<file path="config.mk">
export PLATFORM = sky130hd
export DESIGN_NAME = cpt_park
export DESIGN_NICKNAME = d
export VERILOG_FILES = /design/src/cpt_pkg.sv /design/src/cpt_park.sv
export SDC_FILE = /design/constraint.sdc
export NUM_CORES = 2
export LEC_CHECK = 0
export BUFFER_PORTS_ARGS = -buffer_cell sky130_fd_sc_hd__buf_2
export CAP_MARGIN = 10
export CORE_MARGIN = 5
export CORE_UTILIZATION = 50
export DETAILED_ROUTE_END_ITERATION = 8
export PLACE_DENSITY = 0.66
export SYNTH_ARGS = -nofsm -noshare
export SYNTH_HDL_FRONTEND = slang
export SYNTH_SLANG_ARGS = --single-unit
export TNS_END_PERCENT = 20
</file>
<file path="constraint.sdc">
create_clock -name aclk -period 7.55 [get_ports aclk]
set_input_delay 0.755 -clock aclk [delete_from_list [all_inputs] [get_ports aclk]]
set_output_delay 0.755 -clock aclk [all_outputs]
set_load 0.05 [all_outputs]
</file>
<file path="src/cpt_pkg.sv">
// Shared widths, gains, sine table builder and saturation helper for the Clarke/Park block.
package cpt_pkg;

    // Sample and angle widths
    localparam int SAMPLE_WIDTH     = 16;
    localparam int ANGLE_WIDTH      = 16;
    localparam int SINE_TABLE_DEPTH = 1024;

    // Quarter-wave sine table, Q15, entries 0..DEPTH inclusive
    localparam int SINE_W   = 15;
    localparam int TRIG_W   = SINE_W + 1;
    localparam int ROM_AW   = $clog2(SINE_TABLE_DEPTH + 1);
    localparam int PHASE_W  = ANGLE_WIDTH - 2;
    localparam int TAYLOR_TERMS = 14;
    localparam logic [63:0] HALF_PI_Q30 = 64'd1686629713;

    // Clarke gains, Q16
    localparam int GAIN_FRAC  = 16;
    localparam int GAIN_W     = 18;
    localparam logic [GAIN_W-1:0] K_SQRT_1_6  = 18'd26755;
    localparam logic [GAIN_W-1:0] K_INV_SQRT2 = 18'd46341;
    localparam logic [GAIN_W-1:0] K_INV_SQRT3 = 18'd37837;

    // Datapath widths
    localparam int CLK_SUM_W   = SAMPLE_WIDTH + 2;
    localparam int CLK_PROD_W  = CLK_SUM_W + GAIN_W;
    localparam int CLK_W       = CLK_PROD_W - GAIN_FRAC;
    localparam int PARK_FRAC   = 15;
    localparam int PARK_PROD_W = CLK_W + TRIG_W;
    localparam int PARK_W      = PARK_PROD_W + 1 - PARK_FRAC;
    localparam int SAT_W       = PARK_W;

    // Saturation bounds at the wide width
    localparam logic signed [SAT_W-1:0] SAT_MAX =
        {{(SAT_W - SAMPLE_WIDTH + 1){1'b0}}, {(SAMPLE_WIDTH - 1){1'b1}}};
    localparam logic signed [SAT_W-1:0] SAT_MIN =
        {{(SAT_W - SAMPLE_WIDTH + 1){1'b1}}, {(SAMPLE_WIDTH - 1){1'b0}}};

    typedef logic [SINE_W-1:0] sine_rom_t [0:SINE_TABLE_DEPTH];

    typedef struct packed {
        logic signed [SAMPLE_WIDTH-1:0] val;
        logic                           clip;
    } sat_t;

    typedef struct packed {
        logic signed [SAMPLE_WIDTH-1:0] alpha;
        logic signed [SAMPLE_WIDTH-1:0] beta;
        logic signed [SAMPLE_WIDTH-1:0] zero_seq;
        logic signed [SAMPLE_WIDTH-1:0] direct;
        logic signed [SAMPLE_WIDTH-1:0] quadrature;
        logic                           saturated;
    } res_t;

    // Build the quarter-wave table from a truncated Q30 Taylor series
    function automatic sine_rom_t build_sine();
        sine_rom_t         tbl;
        logic [63:0]       x;
        logic [63:0]       x2;
        logic [63:0]       term;
        logic signed [63:0] acc;
        for (int i = 0; i <= SINE_TABLE_DEPTH; i++) begin
            x    = (64'(i) * HALF_PI_Q30) / SINE_TABLE_DEPTH;
            x2   = (x * x) >> 30;
            term = x;
            acc  = '0;
            for (int k = 0; k < TAYLOR_TERMS; k++) begin
                if (k[0]) begin
                    acc = acc - $signed(term);
                end else begin
                    acc = acc + $signed(term);
                end
                term = (term * x2) >> 30;
                term = term / 64'((2 * k + 2) * (2 * k + 3));
            end
            if (acc < 0) begin
                acc = '0;
            end
            acc = (acc + 64'sd16384) >>> 15;
            if (acc > 64'sd32767) begin
                acc = 64'sd32767;
            end
            tbl[i] = acc[SINE_W-1:0];
        end
        return tbl;
    endfunction

    // Clamp a wide value to the sample range and flag the clip
    function automatic sat_t saturate(input logic signed [SAT_W-1:0] v);
        sat_t r;
        if (v > SAT_MAX) begin
            r.val  = SAT_MAX[SAMPLE_WIDTH-1:0];
            r.clip = 1'b1;
        end else if (v < SAT_MIN) begin
            r.val  = SAT_MIN[SAMPLE_WIDTH-1:0];
            r.clip = 1'b1;
        end else begin
            r.val  = v[SAMPLE_WIDTH-1:0];
            r.clip = 1'b0;
        end
        return r;
    endfunction

endpackage

</file>
<file path="src/cpt_park.sv">
// Two-stage Park rotation: four products, then rounded sum and difference.
module cpt_park (
    input  logic                                 aclk,
    input  logic                                 en,
    input  logic signed [cpt_pkg::CLK_W-1:0]     alpha_in,
    input  logic signed [cpt_pkg::CLK_W-1:0]     beta_in,
    input  logic signed [cpt_pkg::CLK_W-1:0]     zero_in,
    input  logic signed [cpt_pkg::TRIG_W-1:0]    sin_val,
    input  logic signed [cpt_pkg::TRIG_W-1:0]    cos_val,
    output logic signed [cpt_pkg::CLK_W-1:0]     alpha_out,
    output logic signed [cpt_pkg::CLK_W-1:0]     beta_out,
    output logic signed [cpt_pkg::CLK_W-1:0]     zero_out,
    output logic signed [cpt_pkg::PARK_W-1:0]    direct,
    output logic signed [cpt_pkg::PARK_W-1:0]    quadrature
);

    localparam int PP = cpt_pkg::PARK_PROD_W;
    localparam int SW = PP + 1;
    localparam int FR = cpt_pkg::PARK_FRAC;
    localparam logic signed [SW-1:0] RND = SW'(1) <<< (FR - 1);

    logic signed [PP-1:0] p_ca_reg, p_sb_reg, p_cb_reg, p_sa_reg;
    logic signed [cpt_pkg::CLK_W-1:0] al_d1_reg, be_d1_reg, z_d1_reg;
    logic signed [cpt_pkg::CLK_W-1:0] al_d2_reg, be_d2_reg, z_d2_reg;
    logic signed [SW-1:0] sum_d, sum_q;
    logic signed [cpt_pkg::PARK_W-1:0] d_reg, q_reg;

    // Form the rotation products
    always_ff @(posedge aclk) begin
        if (en) begin
            p_ca_reg  <= PP'(cos_val) * PP'(alpha_in);
            p_sb_reg  <= PP'(sin_val) * PP'(beta_in);
            p_cb_reg  <= PP'(cos_val) * PP'(beta_in);
            p_sa_reg  <= PP'(sin_val) * PP'(alpha_in);
            al_d1_reg <= alpha_in;
            be_d1_reg <= beta_in;
            z_d1_reg  <= zero_in;
        end
    end

    // Combine, round half up and drop the Q15 fraction
    assign sum_d = SW'(p_ca_reg) + SW'(p_sb_reg) + RND;
    assign sum_q = SW'(p_cb_reg) - SW'(p_sa_reg) + RND;

    always_ff @(posedge aclk) begin
        if (en) begin
            d_reg     <= sum_d[SW-1:FR];
            q_reg     <= sum_q[SW-1:FR];
            al_d2_reg <= al_d1_reg;
            be_d2_reg <= be_d1_reg;
            z_d2_reg  <= z_d1_reg;
        end
    end

    assign alpha_out  = al_d2_reg;
    assign beta_out   = be_d2_reg;
    assign zero_out   = z_d2_reg;
    assign direct     = d_reg;
    assign quadrature = q_reg;

endmodule

</file>
## Yosys cells after proc, flatten, opt, wreduce, memory -nomap -nowiden

Cells that the tools add are included.

| cells by class | value |
|---|---|
| add/sub/neg operators | 4 |
| multipliers | 4 |

Operators by type and width:

| operator | number |
|---|---|
| multiplier 16 x 20 -> 36 bit | 4 |
| adder 37 x 16 -> 37 bit, second input constant | 2 |
| adder 36 x 36 -> 37 bit | 1 |
| subtractor 36 x 36 -> 37 bit | 1 |

| storage, ports and cells | value |
|---|---|
| flip-flop bits (word level) | 308 |
| bits of input ports | 94 |
| output and inout port bits | 104 |
| logic and storage cells | 20 |

## Depth between registers and ports, before layout

| depth | value |
|---|---|
| word-level depth | 2 |
| mapped depth | 24 |
| gate-level depth less buffers | 23 |

## Least setup slack after synthesis

Ideal clock, no wire load.

| path | value |
|---|---|
| path type | input -> register |
| start | input sin_val[1] in the netlist's numbering |
| end | register p_sb_reg[34] (data pin) |
| setup time | 0.258 ns |
| arrival | 6.227 ns |
| required time | 7.292 ns |
| slack | 1.065 ns |
| stages | 19 |
| buffers on the path | 1 |
| cell sequence | clkbuf_1 nand2_1 fa_1 fa_1 fa_1 fa_1 inv_1 fa_1 fa_1 ha_1 a21o_1 a21o_1 a221o_1 a22oi_1 o21ai_1 a311o_1 a31o_2 a21oi_1 xnor2_1 |

| between the ends | value |
|---|---|
| word-level cells in the longest chain between the ends | 1 |

RTL lines:

| item | line | source |
|---|---|---|
| start: declaration | cpt_park.sv:8 | `input logic signed [cpt_pkg::TRIG_W-1:0] sin_val,` |
| multiplier 16 x 20 -> 36 bit | cpt_park.sv:32 | `p_sb_reg <= PP'(sin_val) * PP'(beta_in);` |
| end signal: assignment | cpt_park.sv:32 |  |
| end: declaration | cpt_park.sv:22 | `logic signed [PP-1:0] p_ca_reg, p_sb_reg, p_cb_reg, p_sa_reg;` |

No other way between the ends.
A chain may end at the register's enable or synchronous reset.

## Final worst setup path

| path | value |
|---|---|
| start | input beta_in[11] in the netlist's numbering |
| end | register p_cb_reg[35] (data pin) |

| between the ends | value |
|---|---|
| word-level cells in the longest chain between the ends | 1 |

RTL lines:

| item | line | source |
|---|---|---|
| start: declaration | cpt_park.sv:6 | `input logic signed [cpt_pkg::CLK_W-1:0] beta_in,` |
| multiplier 16 x 20 -> 36 bit | cpt_park.sv:33 | `p_cb_reg <= PP'(cos_val) * PP'(beta_in);` |
| end signal: assignment | cpt_park.sv:33 |  |
| end: declaration | cpt_park.sv:22 |  |

No other way between the ends.

==> metrics list <==
- DR pass1 iterations: 5
* Pins over their slew limit: 0
- Yosys instantiated no cell more often than inv_1.
- Setup crit start kind: primary input
- Worst endpoint required time: a little under 8 ns
- Tmin final: 7.261 ns
* Flops & latches, synth: 308
- The detail route stage leaves a number of antenna-violating nets equal to 0.
- The cell sitting at the root of the clock tree is a clkbuf_16.
- Pin placement for this block handled around 200 I/O pins.
- The clock passes through at most 3 buffers.
- After synthesis, the largest family of logic cells by area is adder cells.
* # nets final: 8092
- The tool flagged a number of max-cap violations equal to 0.
* Max frequency: between 100 and 150 MHz
* Initial DRC Count: approximately 2700
- Seq/Total Area, Yosys: 0.1537
- The initialized floorplan defines 127 standard-cell rows.
- For this run, the total global-route usage over all layers was measured as 0.2426.
* Starting Density: 0.5028
- Crit. End Element: flop
- Measured in cells, the most critical reg-to-reg path has a length of 11.
- Routability-driven placement finished with a final weighted congestion of 0.8917.
* WHS: 0.2795 ns
* Number of filler cells placed in the layout: 10670
- The commonest cells after synthesis are inv_1 (1477), fa_1 (1272), nand2_1 (688), and2_1 (597), ha_1 (498).
* Antenna violations before repair: 10
* Hold Path End: z_d1_reg[1]
- Start of the worst register-to-register path: p_ca_reg[23]
- The area growth from synthesis to layout is 8.094%.
- Across all register-to-register paths, the minimum setup slack is 3.26 ns.
- Worst hold path startpoint: zero_in[1]
- The first global-routing pass estimated 241800 um of wire.
* Area share of the leading cell type in the synthesized netlist: 0.4233
- Ratio of routed vias to standard cells: roughly 5.2
* TritonCTS Buffers: 43
* Post-synthesis instance total: 6092
* Core utilization of the finished layout: 0.5435
- Net count after synthesis: 7956
- For the final database, setup skew stands at around 0.032 ns.
- Post-CTS Hold Fix Bufs: 0
* Vertical die dimension: 356.9 um
- Overflow after GRT: 0
- Synthesized-area fraction occupied by xor and xnor cells: 0.02693
* Post-synth cell types: 76
- Final HPWL from detailed placement: 119200 um
- Worst setup path category: primary input to flop
- Final number of setup-violating endpoints: 0
* Warnings, synthesis: 0
- Clock sinks: 308
* Result of the run: finished, final reports clean
- Of the total synthesized cell area, the portion taken by full adders, half adders and majority gates is 0.5268.
* Synth Area per Inst: a little under 10 um2
- Number of global-route vias before repair: 44710
- The fraction of the mapped netlist area in compound gates is 0.05089.
* Multiplexer area fraction after synthesis: 0.0003328
- Worst slew pin tran: 1.146 ns
- Setup repair after global routing left no endpoint under its margin.
* Share of cells above drive strength 1: 0.06917
- Top cell type by total area after synthesis: fa_1
- In the synthesized netlist the dominant register cell turns out to be edfxtp_1.
- Entering global routing, the biggest net connects 113 pins.
- Port bufs: 197
* Worst flop-to-flop path endpoint: direct[21]
- The die covers 0.1274 mm2.
- Counting flops with a built-in enable in the synthesized netlist gives 308.
- Tightest Hold Check Type: primary input to flop
- Clock transition time at the flip-flop clock pins of the worst setup and hold paths: 0.06 ns
* DR vias: between 40000 and 50000
- Tcrit/Tclk final: 0.9617
* TritonCTS clock tree: built
- Wire per inst: 18.45 um
- Setup bufs post-CTS: 0
* Worst relative slew slack: 0.2164
* Critical path arrival: 7.65 ns
* Detailed Route WL: 145300 um
* Clock network latency to the later pin of the worst-skew pair: 0.64 ns
- The number of hold violations in the final report was 0.
- Final standard cell count with taps included and fillers excluded: 7873
- Post-placement setup slack: -0.1404 ns
- The floorplan step defined a core boundary enclosing approximately 0.12 mm2.
- For this run, asynchronously set or reset flops after synthesis account for 0.
* Depth of the CTS H-tree: 2
- Area of the mapped netlist: ~0.060 mm2
- CTS-repair resized insts: 0
* Die Wd: 356.9 um
* Synth Area in Simple Gates: 0.1334
* Cell types with the largest area share after synthesis: fa_1 (42%), edfxtp_1 (15%), ha_1 (10%)
- Slack of the critical path: slightly below 0.3 ns
* Largest driver fanout on the critical path: 21
- Number of cells in the design after placement: 7795
* Hold path cells: 1
- DRC violations left: 0
==> through the flow <==
stage | area (um2) | setup TNS, ns
finish | 65030 | 0
global route | 65030 | 0
CTS | 65030 | 0
detailed placement | 63570 | -0.2053
global placement | 63570 | -0.1460
floorplan | 60160 | 0
==> cell type report <==
class | count | area (um2) | share of cell area
Clock buffer | 48 | 1095 | 0.01683
Clock inverter | 29 | 362.8 | 0.005579
Antenna cell | 1 | 2.502 | 0.00003848
Sequential cell | 308 | 9249 | 0.1422
Timing Repair Buffer | 342 | 2335 | 0.03590
Multi-Input combinational cell | 4055 | 44420 | 0.6831
Inverter | 1478 | 5548 | 0.08531
Tap cell | 1612 | 2017 | 0.03101
==> per-layer routing <==
metal  track usage  vias to the layer above  wire [um]
met4       0.07758                        6       5649
met5             0                        -         43
met1        0.3302                    21140      61410
met3       0.03238                      173       8375
met2        0.4070                     1114      69800
li1              -                    18560          -
==> logic make-up after synthesis <==
family / Yosys count
buffers and inverters: 1729
flip-flops: 308
AND/OR/NAND/NOR: 1637
XOR/XNOR: 185
multiplexers: 2
adder cells (fa/ha/maj): 1770
AO/OA/AOI/OAI: 461
==> placed cells by master, fill, tap and decap left out, drive strengths merged, types with 18 or more instances in the layout <==
cell / instances
ha: 498
nor2: 185
xnor2: 141
a21oi: 134
edfxtp: 308
nand4: 18
nand2b: 29
buf: 342
a31oi: 18
inv: 1482
nand2: 688
clkbuf: 48
and2: 597
nand3: 23
fa: 1272
xor2: 44
a21o: 54
clkinv: 18
o21ai: 92
nor3: 32
a211oi: 25
o21a: 30
o21bai: 20
==> critical path, cell delays in order <==
cell and delay [ns]:
buf_2 0.43, nand2_1 0.17, fa_1 0.52, fa_1 0.48, fa_1 0.57, inv_1 0.06
fa_1 0.49, fa_1 0.49, inv_1 0.05, fa_1 0.47, inv_1 0.04, ha_1 0.34
nand2_1 0.10, o21ai_0 0.34, a2111oi_0 0.13, buf_4 0.17, a2111oi_0 0.96, buf_4 0.26
o21bai_1 0.14, o21a_1 0.21, o21ai_0 0.22, a21oi_1 0.12, xnor2_1 0.13
==> worst max-delay path by stage <==
stage	startpoint	endpoint	slack, ns	depth (start not counted)
2_1_floorplan	sin_val[1]	p_sb_reg[34]	1.07	19
3_3_place_gp	beta_in[11]	p_cb_reg[35]	-0.11	23
3_5_place_dp	beta_in[11]	p_cb_reg[35]	-0.14	23
4_1_cts	beta_in[11]	p_cb_reg[35]	0.52	23
5_1_grt	beta_in[11]	p_cb_reg[35]	0.11	23
6_report	beta_in[11]	p_cb_reg[35]	0.29	23
Power is left out: the tool's default activity adds up to more than one toggle a clock period on the data nets, which glitch-free logic cannot reach.
