--- config.mk ---
export PLATFORM = sky130hd
export DESIGN_NAME = cpt_clarke
export DESIGN_NICKNAME = d
export VERILOG_FILES = /design/src/cpt_pkg.sv /design/src/cpt_clarke.sv
export SDC_FILE = /design/constraint.sdc
export NUM_CORES = 1
export LEC_CHECK = 0
export BUFFER_PORTS_ARGS = -buffer_cell sky130_fd_sc_hd__buf_4
export CORE_AREA = 8 8 211 213
export DETAILED_ROUTE_END_ITERATION = 7
export DIE_AREA = 0 0 219 221
export PLACE_DENSITY_LB_ADDON = 0.15
export SYNTH_ARGS = -nofsm -noshare
export SYNTH_HDL_FRONTEND = slang
export SYNTH_SLANG_ARGS = --single-unit
--- constraint.sdc ---
create_clock -name aclk -period 5.7 [get_ports aclk]
set_input_delay 0.57 -clock aclk [delete_from_list [all_inputs] [get_ports aclk]]
set_output_delay 0.57 -clock aclk [all_outputs]
set_load 0.1 [all_outputs]
--- src/cpt_pkg.sv ---
// Shared widths, gains, sine table builder and saturation helper for the Clarke/Park block.
package cpt_pkg;

    // Sample and angle widths
    localparam int SAMPLE_WIDTH     = 16;
    localparam int ANGLE_WIDTH      = 16;
    localparam int SINE_TABLE_DEPTH = 1024;

    // Quarter-wave sine table, Q15, entries 0..DEPTH inclusive
    localparam int SINE_W   = 15;
    localparam int TRIG_W   = SINE_W + 1;
    localparam int ROM_AW   = $clog2(SINE_TABLE_DEPTH + 1);
    localparam int PHASE_W  = ANGLE_WIDTH - 2;
    localparam int TAYLOR_TERMS = 14;
    localparam logic [63:0] HALF_PI_Q30 = 64'd1686629713;

    // Clarke gains, Q16
    localparam int GAIN_FRAC  = 16;
    localparam int GAIN_W     = 18;
    localparam logic [GAIN_W-1:0] K_SQRT_1_6  = 18'd26755;
    localparam logic [GAIN_W-1:0] K_INV_SQRT2 = 18'd46341;
    localparam logic [GAIN_W-1:0] K_INV_SQRT3 = 18'd37837;

    // Datapath widths
    localparam int CLK_SUM_W   = SAMPLE_WIDTH + 2;
    localparam int CLK_PROD_W  = CLK_SUM_W + GAIN_W;
    localparam int CLK_W       = CLK_PROD_W - GAIN_FRAC;
    localparam int PARK_FRAC   = 15;
    localparam int PARK_PROD_W = CLK_W + TRIG_W;
    localparam int PARK_W      = PARK_PROD_W + 1 - PARK_FRAC;
    localparam int SAT_W       = PARK_W;

    // Saturation bounds at the wide width
    localparam logic signed [SAT_W-1:0] SAT_MAX =
        {{(SAT_W - SAMPLE_WIDTH + 1){1'b0}}, {(SAMPLE_WIDTH - 1){1'b1}}};
    localparam logic signed [SAT_W-1:0] SAT_MIN =
        {{(SAT_W - SAMPLE_WIDTH + 1){1'b1}}, {(SAMPLE_WIDTH - 1){1'b0}}};

    typedef logic [SINE_W-1:0] sine_rom_t [0:SINE_TABLE_DEPTH];

    typedef struct packed {
        logic signed [SAMPLE_WIDTH-1:0] val;
        logic                           clip;
    } sat_t;

    typedef struct packed {
        logic signed [SAMPLE_WIDTH-1:0] alpha;
        logic signed [SAMPLE_WIDTH-1:0] beta;
        logic signed [SAMPLE_WIDTH-1:0] zero_seq;
        logic signed [SAMPLE_WIDTH-1:0] direct;
        logic signed [SAMPLE_WIDTH-1:0] quadrature;
        logic                           saturated;
    } res_t;

    // Build the quarter-wave table from a truncated Q30 Taylor series
    function automatic sine_rom_t build_sine();
        sine_rom_t         tbl;
        logic [63:0]       x;
        logic [63:0]       x2;
        logic [63:0]       term;
        logic signed [63:0] acc;
        for (int i = 0; i <= SINE_TABLE_DEPTH; i++) begin
            x    = (64'(i) * HALF_PI_Q30) / SINE_TABLE_DEPTH;
            x2   = (x * x) >> 30;
            term = x;
            acc  = '0;
            for (int k = 0; k < TAYLOR_TERMS; k++) begin
                if (k[0]) begin
                    acc = acc - $signed(term);
                end else begin
                    acc = acc + $signed(term);
                end
                term = (term * x2) >> 30;
                term = term / 64'((2 * k + 2) * (2 * k + 3));
            end
            if (acc < 0) begin
                acc = '0;
            end
            acc = (acc + 64'sd16384) >>> 15;
            if (acc > 64'sd32767) begin
                acc = 64'sd32767;
            end
            tbl[i] = acc[SINE_W-1:0];
        end
        return tbl;
    endfunction

    // Clamp a wide value to the sample range and flag the clip
    function automatic sat_t saturate(input logic signed [SAT_W-1:0] v);
        sat_t r;
        if (v > SAT_MAX) begin
            r.val  = SAT_MAX[SAMPLE_WIDTH-1:0];
            r.clip = 1'b1;
        end else if (v < SAT_MIN) begin
            r.val  = SAT_MIN[SAMPLE_WIDTH-1:0];
            r.clip = 1'b1;
        end else begin
            r.val  = v[SAMPLE_WIDTH-1:0];
            r.clip = 1'b0;
        end
        return r;
    endfunction

endpackage

--- src/cpt_clarke.sv ---
// Three-stage Clarke transform: phase sums, gain products, rounding.
module cpt_clarke (
    input  logic                                  aclk,
    input  logic                                  en,
    input  logic signed [cpt_pkg::SAMPLE_WIDTH-1:0] phase_a,
    input  logic signed [cpt_pkg::SAMPLE_WIDTH-1:0] phase_b,
    input  logic signed [cpt_pkg::SAMPLE_WIDTH-1:0] phase_c,
    output logic signed [cpt_pkg::CLK_W-1:0]        alpha,
    output logic signed [cpt_pkg::CLK_W-1:0]        beta,
    output logic signed [cpt_pkg::CLK_W-1:0]        zero_seq
);

    localparam int SW = cpt_pkg::CLK_SUM_W;
    localparam int PW = cpt_pkg::CLK_PROD_W;
    localparam int FR = cpt_pkg::GAIN_FRAC;

    localparam logic signed [PW-1:0] K_AL = PW'(cpt_pkg::K_SQRT_1_6);
    localparam logic signed [PW-1:0] K_BE = PW'(cpt_pkg::K_INV_SQRT2);
    localparam logic signed [PW-1:0] K_Z  = PW'(cpt_pkg::K_INV_SQRT3);
    localparam logic signed [PW-1:0] RND  = PW'(1) <<< (FR - 1);

    logic signed [SW-1:0] sum_al_reg, sum_be_reg, sum_z_reg;
    logic signed [PW-1:0] prod_al_reg, prod_be_reg, prod_z_reg;
    logic signed [PW-1:0] rnd_al, rnd_be, rnd_z;
    logic signed [cpt_pkg::CLK_W-1:0] al_reg, be_reg, z_reg;

    // Form the phase combinations
    always_ff @(posedge aclk) begin
        if (en) begin
            sum_al_reg <= (SW'(phase_a) <<< 1) - SW'(phase_b) - SW'(phase_c);
            sum_be_reg <= SW'(phase_b) - SW'(phase_c);
            sum_z_reg  <= SW'(phase_a) + SW'(phase_b) + SW'(phase_c);
        end
    end

    // Scale by the Q16 gains
    always_ff @(posedge aclk) begin
        if (en) begin
            prod_al_reg <= PW'(sum_al_reg) * K_AL;
            prod_be_reg <= PW'(sum_be_reg) * K_BE;
            prod_z_reg  <= PW'(sum_z_reg) * K_Z;
        end
    end

    // Round half up and drop the fraction
    assign rnd_al = prod_al_reg + RND;
    assign rnd_be = prod_be_reg + RND;
    assign rnd_z  = prod_z_reg + RND;

    always_ff @(posedge aclk) begin
        if (en) begin
            al_reg <= rnd_al[PW-1:FR];
            be_reg <= rnd_be[PW-1:FR];
            z_reg  <= rnd_z[PW-1:FR];
        end
    end

    assign alpha    = al_reg;
    assign beta     = be_reg;
    assign zero_seq = z_reg;

endmodule

After elaboration in Yosys (flattened, before gate mapping)

Index checks and enable logic that the tools add are counted.

Register bits: 221
Output and inout bits: 60
Logic and storage cells: 20

Add/sub/neg operators: 8
Multipliers: 3

Operator list:

| operator                                                              | number |
|---|---|
| 36-bit by 17-bit adder with 36-bit output, second input constant      | 3 |
| 18-bit by 17-bit multiplier with 35-bit output, second input constant | 1 |
| 17-bit by 17-bit multiplier with 34-bit output, second input constant | 1 |
| 18-bit by 16-bit multiplier with 34-bit output, second input constant | 1 |
| 17-bit by 16-bit adder with 18-bit output                             | 1 |
| 17-bit by 16-bit subtractor with 18-bit output                        | 1 |
| 18-bit by 16-bit subtractor with 18-bit output                        | 1 |
| 16-bit by 16-bit adder with 17-bit output                             | 1 |
| 16-bit by 16-bit subtractor with 17-bit output                        | 1 |

Logic depth before layout (Yosys ltp)

Gate-level depths: netlist of run 1.

Depth in word-level cells: 2
Mapped depth: 22
Mapped depth without buffers: 22

Worst setup path before layout of run 1

OpenSTA, ideal clock, no wires.

Path kind: reg2reg
Start point: register sum_z_reg[14]
End point: register prod_z_reg[34] (data pin)
Setup time: 256 ps
Arrival time: 5683 ps
Required time: 5444 ps
Setup slack: -239 ps
Stages on the path, launching flop included: 22
Period minus slack after synthesis: 5939 ps
Path through: edfxtp_1 ha_1 inv_1 fa_1 fa_1 inv_1 fa_1 fa_1 inv_1 fa_1 inv_1 ha_1 and3_1 nand3_1 nand2b_1 o211ai_2 a311o_2 a21oi_4 o21a_4 o211ai_4 a2111o_1 o211a_1

Longest elaborated chain between the ends: 1

RTL lines:

| item                                           | RTL line         | source |
|---|---|---|
| start, declared                                | cpt_clarke.sv:22 | `logic signed [SW-1:0] sum_al_reg, sum_be_reg, sum_z_reg;` |
| start signal, assigned                         | cpt_clarke.sv:32 | `sum_z_reg <= SW'(phase_a) + SW'(phase_b) + SW'(phase_c);` |
| 18-bit by 17-bit multiplier with 35-bit output | cpt_clarke.sv:41 | `prod_z_reg <= PW'(sum_z_reg) * K_Z;` |
| end signal, assigned                           | cpt_clarke.sv:41 |  |
| end, declared                                  | cpt_clarke.sv:23 | `logic signed [PW-1:0] prod_al_reg, prod_be_reg, prod_z_reg;` |

No other way between the ends.
A chain may end at the register's enable or synchronous reset.

Worst setup path in the final report of run 1

Start point: register sum_z_reg[11]
End point: register prod_z_reg[34] (data pin)

Same word-level chain as after synthesis.

==> results.yml, run 1 <==
run_status:
  status: "complete, but fails checks"
  violations: "negative setup slack"
detailed_routing:
  dr.pass1.iters: 5
  post-route-drc-count: 0
  via_count: 15920
  wirelength_mm: 50.98
  post_drt_wl_per_cell_um: 16.74
  drt-initial-drc-count: 811
  vias_per_cell: 5.227
  ant_nets: 0
clocking:
  clk_latency_ps: 480
  cts.sinks: 171
  clk_pin_slew_ps: 80
  cts-root-buf: "clkbuf_16"
  clk_path_buf_depth: 2
  cts_tree: "built"
  cts_buffers: 17
  holdBufCountCts: 0
  cts_max_level: 4
worst_setup_path:
  critPathCaptureType: "flip-flop"
  start_kind: "flip-flop"
  r2r_setup_slack_ps: -130
  critical_path_required_ps: 5940
  crit_type: "reg -> reg"
  cp.arrival_ps: 6070
  cp_max_fo: 4
logic_synthesis:
  syn_inst: 2254
  syn-cell-area_sq_um: 23490
  synth_common_cells: "inv_1, ha_1, fa_1"
  synth-main-ff-cell: "edfxtp_1"
  synth_top_family_by_area: "adder cells"
  synth_compound_area_frac: 0.07839
  synth.area.mux_share: 0.006604
  synthXorXnorAreaFrac: 0.07754
  synthSimpleGateAreaFrac: 0.06492
  synth-seq-cells: 171
  synth_adder_area_share: 0.4661
  yosys.area.top_type: "ha_1"
  yosysWarnings: 0
  synth_cell_types: 72
  synth_top_area_frac: 0.2343
  synthTopCellsByArea: "ha_1, fa_1, edfxtp_1, inv_1, xnor2_1"
  synth_edf_count: 171
  postSynthNetCount: 3015
  synth_seq_area_share: 0.2186
  synth_most_common_cell: "inv_1"
  async_flop_share: 0
  synth.avg_cell_area_sq_um: 10.42
placement:
  place.port_buffers: 109
  place.gp.congestion: 0.9002
  dpl.cell_count: 2990
  dpl.hpwl_mm: 43.28
  dp_worst_setup_slack_ps: -345.7
final_layout:
  nFillCells: 3307
  fin_cells: 3045
  antenna_cells: 0
  multi_input_area_sq_um: 16880
  register_area_sq_um: 5135
  final_nets: 3255
  final_layout_size_suffix_gt1_frac: 0.1496
  area_delta_synth_final_pct: 15.12
sta:
  slew_violations: 0
  finalSetupTns_ps: -194.2
  setup_violations: 3
  maxSlewHeadroom: 0.4127
  hold_violations: 0
  max_freq_mhz: 171.6
  tightestPinTransition_ps: 881.0
  period_minus_slack_ps: 5829
  layout_setup_ws_ps: -128.7
  layout_worst_path_cycle_share: 1.023
  rsz0062_at_grt: "true"
  finClkSkew_ps: 12.50
global_routing:
  antenna_found_initial: 0
  grt_max_degree: 69
  grt_pass1_vias: 17280
  overflow: 0
  grt_pass1_wl_mm: 85.85
  grt_usage: 0.2222
floorplanning:
  dieArea_sq_um: 48400
  die_y_um: 221
  die_w_um: 219
  ios: 110
  coreArea_sq_um: 41290
  start_util: 0.5690
  placementRows: 75
job:
  drv_cap: 0
min_path:
  hp-class: "in -> reg"
## metal layers
metal / track usage / wire [um] / up-vias
met1: 0.2755 / 21930 / 7822
met3: 0.02715 / 1184 / 64
li1: - / - / 7824
met5: 0 / 0 / -
met2: 0.3928 / 26390 / 205
met4: 0.07879 / 1477 / 0
## worst max-delay path, stage by stage (launching register included)
cell	delay, ps
edfxtp_1	480
ha_1	340
inv_1	50
fa_1	470
fa_1	510
inv_1	50
fa_1	470
fa_1	530
inv_1	60
fa_1	510
inv_2	50
ha_4	230
and3_4	180
nand3_4	70
nand2b_4	130
o211ai_4	80
a311o_2	450
a21oi_4	160
o21a_4	170
o211ai_4	80
a2111o_1	380
o211a_1	130
## final timing paths
path | depth (start not counted) | from | endpoint
worst min register to register | 1 | prod_be_reg[19] | beta[3]
worst max-delay path | 21 | sum_z_reg[11] | prod_z_reg[34]
worst max register to register | 21 | sum_z_reg[11] | prod_z_reg[34]
worst min-delay path | 2 | phase_a[0] | sum_al_reg[0]
## what timing repair did
item,CTS,global route
pin swaps,35,57
buffers inserted,11,13
setup endpoints to repair,23,25
gates resized for setup,42,36
## cell families (layout without fill, tap and decap cells)
group                      count (synthesis)  count (layout)
DFF                                      171             171
adders and majority gates                713             713
AOI/OAI and AO/OA                        280             280
muxes                                     15              15
and+or+nand+nor                          317             317
buffers and inverters                    550             802
xor gates and xnor gates                 208             208
## through the flow
| stage | hold WS (ps) | utilization | cell area (sq um) |
|---|---|---|---|
| final | 423.1 | 0.6550 | 27050 |
| after global placement | 555.5 | 0.6276 | 25910 |
| after CTS | 393.0 | 0.6478 | 26750 |
| after floorplan | 541.3 | - | 23670 |
| after detailed placement | 561.9 | 0.6276 | 25910 |
| after global routing | 427.0 | 0.6550 | 27050 |
## layout make-up
type	count	area share
multi-input cells	1533	0.6240
flip-flops and latches	171	0.1899
inverters	530	0.07356
repair buffers	241	0.06777
well taps	539	0.02494
clock buffers	17	0.01573
clock inverters	14	0.004117
## cells in the final DEF (no fill, tap or decap), types with 9 or more instances in the layout
cell type,count
and2_1,10
mux2i_1,11
fa_2,9
a21oi_1,88
a31oi_1,9
nand3_1,51
and3_1,23
edfxtp_1,171
nor3_1,17
a21o_1,30
inv_1,520
inv_2,9
nor2_1,83
ha_1,413
nand2_1,70
nor2b_1,14
nand2b_1,12
o21ai_0,44
fa_1,262
ha_4,21
buf_4,237
o21bai_1,13
xnor2_1,151
clkbuf_16,17
xor2_1,54
Power of run 1 is left out: the tool's default activity adds up to more than one toggle a clock period on the data nets, which glitch-free logic cannot reach.
==> run 2: changes to the inputs <==
Settings changed: CORE_AREA 8 8 211 213 to 2 2 187 189, DIE_AREA 0 0 219 221 to 0 0 189 191.
Clock period 5.7 ns to 7.55 ns, I/O delays scaled along.
==> run 2 against run 1 <==
Against the previous run:
- the run now ends clean
- register-to-register slack better by 1200 ps
- sequential cell count is the same
- fmax shrank 9.6%
- final cell count decreased by 6.9%
- core utilization rose by 9.2 points
- highest routed layer unchanged
- largest cell class unchanged
- die area shrank 25%
- sequential share of layout area rose by 1.2 points
- critical path depth grew 1
- design area down 5.7%
- first-iteration DRC count rose by 23%
- clock skew fell by 2.4 ps
- wire length fell by 3.5%
==> results.yml, run 2 (synthesized netlist as in run 1, its figures left out) <==
final_layout:
  final_nets: 3127
  postLayoutCellArea_sq_um: 25490
  area_delta_synth_final_pct: 8.516
  nFillCells: 2382
  antenna_cells: 0
  final_cell_mix: "inv_1, ha_1, fa_1, edfxtp_1, xnor2_1"
  final_layout_size_suffix_gt1_frac: 0.07272
  layout_commonest_cell: "inv_1"
global_routing:
  grt_usage: 0.2907
  overflow: 0
  antenna_found_initial: 0
  grt_pass1_wl_mm: 81.71
  grt_pass1_vias: 16910
  grt_max_degree: 101
clocking:
  holdBufCountCts: 0
  clk_pin_slew_ps: 70
  cts.sinks: 171
  post_cts_buffers: 0
  cts_buffers: 17
  cts_max_level: 4
  clk_path_buf_depth: 2
  cts-root-buf: "clkbuf_16"
  cts_tree: "built"
  cts_resized: 0
  clk_latency_ps: 470
floorplanning:
  placementRows: 68
  dieArea_sq_um: 36100
  coreArea_sq_um: 34120
  ios: 110
  die_y_um: 191
  start_util: 0.6886
  die_w_um: 189
worst_setup_path:
  cp.arrival_ps: 6660
  crit_type: "reg -> reg"
  critical_path_required_ps: 7760
  cp_max_fo: 7
  start_kind: "flip-flop"
  r2r_setup_slack_ps: 1110
  critPathCaptureType: "flip-flop"
placement:
  placed_area_sq_um: 24840
  dp_worst_setup_slack_ps: 1128
  place.gp.congestion: 0.9937
  place.port_buffers: 109
  dpl.hpwl_mm: 41.08
sta:
  hold_violations: 0
  period_minus_slack_ps: 6444
  rsz0062_at_grt: "false"
  finClkSkew_ps: 10.14
  maxSlewHeadroom: 0.3155
  layout_worst_path_cycle_share: 0.8535
  max_freq_mhz: 155.2
  slew_violations: 0
  setup_violations: 0
  layout_setup_ws_ps: 1106
  finalSetupTns_ps: 0
  tightestPinTransition_ps: 1027
detailed_routing:
  vias_per_cell: 5.640
  drt-initial-drc-count: 1000
  dr.pass1.iters: 5
  via_count: 15990
  wirelength_mm: 49.18
  ant_nets: 0
  post-route-drc-count: 0
  post_drt_wl_per_cell_um: 17.35
run_status:
  status: "completed"
job:
  drv_cap: 0
min_path:
  hp-class: "reg -> reg"
## run 2: final timing paths
check / from / end / cells past startpoint
setup / recovery: sum_z_reg[6] / prod_z_reg[29] / 22
hold reg to reg: prod_be_reg[19] / beta[3] / 1
setup reg to reg: sum_z_reg[6] / prod_z_reg[29] / 22
hold / removal: prod_be_reg[19] / beta[3] / 1
## run 2: through the flow
stage / instances / util / hold WS, ps
floorplan: 2254 / - / 541.3
finish: 2834 / 0.7473 / 572.0
global route: 2834 / 0.7473 / 600.3
CTS: 2834 / 0.7473 / 578.7
detailed placement: 2802 / 0.7281 / 565.2
global placement: 2802 / 0.7281 / 548.6
## run 2: layout make-up
type                       instances  area (sq um)  share of cell area
clock inverter                    15         229.0            0.008981
multi-input combinational       1533         16290              0.6391
inverter                         530          1989             0.07803
tap                              455         569.3             0.02233
clock buffer                      17         425.4             0.01669
timing repair buffer             113         852.1             0.03342
sequential                       171          5135              0.2014
## run 2: critical path, stage by stage (launching register included)
cell,delay (ps)
edfxtp_1,530
ha_1,450
xor2_1,180
ha_1,290
inv_1,50
fa_1,460
fa_1,510
inv_1,70
fa_1,540
inv_1,60
fa_1,530
inv_1,40
ha_1,320
a21oi_1,150
o21ai_0,190
nand2b_1,130
o211ai_2,130
a311o_2,530
a2111oi_2,410
nor3_1,160
a21oi_2,210
o21ai_1,100
xor2_1,140
## run 2: metal layers
metal	vias to the layer above	wire length, um	GRT usage
met1	7925	20210	0.3560
met3	122	1829	0.03580
met4	0	2330	0.1388
li1	7571	-	-
met2	367	24820	0.5124
met5	-	0	0
Power of run 2 is left out for the same reason.
==> run 3: changes to the inputs <==
Settings changed: CORE_AREA 2 2 187 189 to 2 2 192 194, DIE_AREA 0 0 189 191 to 0 0 194 196.
==> run 3 against run 2 <==
Against the previous run:
- core utilization decreased by 4.3 points
- register-to-register slack improved by 30 ps
- first-iteration DRC count decreased by 22%
- fmax increased by 0.45%
- non-clock buffer count unchanged
- final cell count increased by 0.49%
- critical path depth unchanged
- highest routed layer unchanged
==> results.yml, run 3 (synthesized netlist as in run 1, its figures left out) <==
floorplanning:
  ios: 110
  die_y_um: 196
  start_util: 0.6511
  coreArea_sq_um: 36080
  dieArea_sq_um: 38020
  placementRows: 70
  die_w_um: 194
global_routing:
  grt_max_degree: 102
  grt_pass1_wl_mm: 81.30
  grt_pass1_vias: 16660
  overflow: 0
  grt_usage: 0.2701
  antenna_found_initial: 1
final_layout:
  layout_commonest_cell: "inv_1"
  fin_cells: 2848
  area_delta_synth_final_pct: 8.191
  postLayoutCellArea_sq_um: 25420
  final_layout_size_suffix_gt1_frac: 0.07230
  final_nets: 3127
  final_cell_mix: "inv_1, ha_1, fa_1, edfxtp_1, xnor2_1"
detailed_routing:
  wirelength_mm: 48.43
  drt-initial-drc-count: 785
  post-route-drc-count: 0
  ant_nets: 0
  via_count: 15760
  vias_per_cell: 5.534
  dr.pass1.iters: 6
  post_drt_wl_per_cell_um: 17.00
sta:
  holdWs_ps: 569.1
  finClkSkew_ps: 14.63
  period_minus_slack_ps: 6415
  rsz0062_at_grt: "false"
  hold_violations: 0
  tightestPinTransition_ps: 979.2
  slew_violations: 0
  layout_worst_path_cycle_share: 0.8497
  maxSlewHeadroom: 0.3472
  finalSetupTns_ps: 0
  setup_violations: 0
  max_freq_mhz: 155.9
worst_setup_path:
  cp_max_fo: 6
  start_kind: "flip-flop"
  critPathCaptureType: "flip-flop"
  cp.arrival_ps: 6630
  crit_type: "reg -> reg"
  critical_path_required_ps: 7770
job:
  drv_cap: 0
placement:
  dpl.cell_count: 2815
  dpl.hpwl_mm: 40.94
  place.port_buffers: 109
  placed_area_sq_um: 24860
  place.gp.congestion: 0.9262
clocking:
  clk_path_buf_depth: 2
  holdBufCountCts: 0
  clk_pin_slew_ps: 80
  cts_resized: 0
  cts-root-buf: "clkbuf_16"
  cts_max_level: 4
  cts_buffers: 17
  clk_latency_ps: 460
  post_cts_buffers: 0
  cts.sinks: 171
  cts_tree: "built"
run_status:
  status: "completed"
min_path:
  hp-class: "reg -> reg"
[run 3: changes by cell type in the layout (fill, tap and decap cells not counted)]
cell	before	now
bufinv_16	4	0
inv_6	4	5
clkinv_2	0	1
clkinvlp_4	2	3
clkinv_1	1	2
diode_2	0	1
[run 3: cell type report]
type	count	area (sq um)
well taps	468	585.6
flip-flops and latches	171	5135
multi-input cells	1533	16290
clock buffers	17	425.4
repair buffers	113	852.1
inverters	530	1989
diodes	1	2.502
clock inverters	15	133.9
fillers	2754	10670
[run 3: path summary, 6_finish.rpt]
kind | end | slack, ps | start | cells past startpoint
max reg2reg | prod_z_reg[29] | 1130 | sum_z_reg[8] | 22
max | prod_z_reg[29] | 1130 | sum_z_reg[8] | 22
min | zero_seq[3] | 570 | prod_z_reg[19] | 1
min reg2reg | zero_seq[3] | 570 | prod_z_reg[19] | 1
[run 3: stage by stage]
| step | util | worst slack, ps |
|---|---|---|
| after floorplan | - | 1611 |
| after global placement | 0.6888 | 1250 |
| after detailed placement | 0.6888 | 1172 |
| after CTS | 0.7043 | 1119 |
| after global routing | 0.7044 | 857.7 |
| final | 0.7044 | 1135 |
[run 3: critical path, stage by stage, from the launching register on]
cell	delay (ps)
edfxtp_1	520
ha_1	440
xor2_1	240
ha_1	180
a21oi_1	60
fa_1	540
inv_1	50
fa_1	500
fa_1	550
inv_1	60
fa_1	530
inv_1	40
ha_1	340
and3_1	210
nand3_1	110
nand2b_1	130
o211ai_2	130
a311o_2	520
a2111oi_2	410
nor3_1	150
a21oi_2	200
o21ai_1	110
xor2_1	140
[run 3: routing by layer]
| metal | global-route usage | part of all wire |
|---|---|---|
| met1 | 0.3434 | 0.43 |
| met2 | 0.4841 | 0.51 |
| met3 | 0.02991 | 0.033 |
| met4 | 0.08754 | 0.028 |
| met5 | 0 | 0 |
Power of run 3 is left out for the same reason.
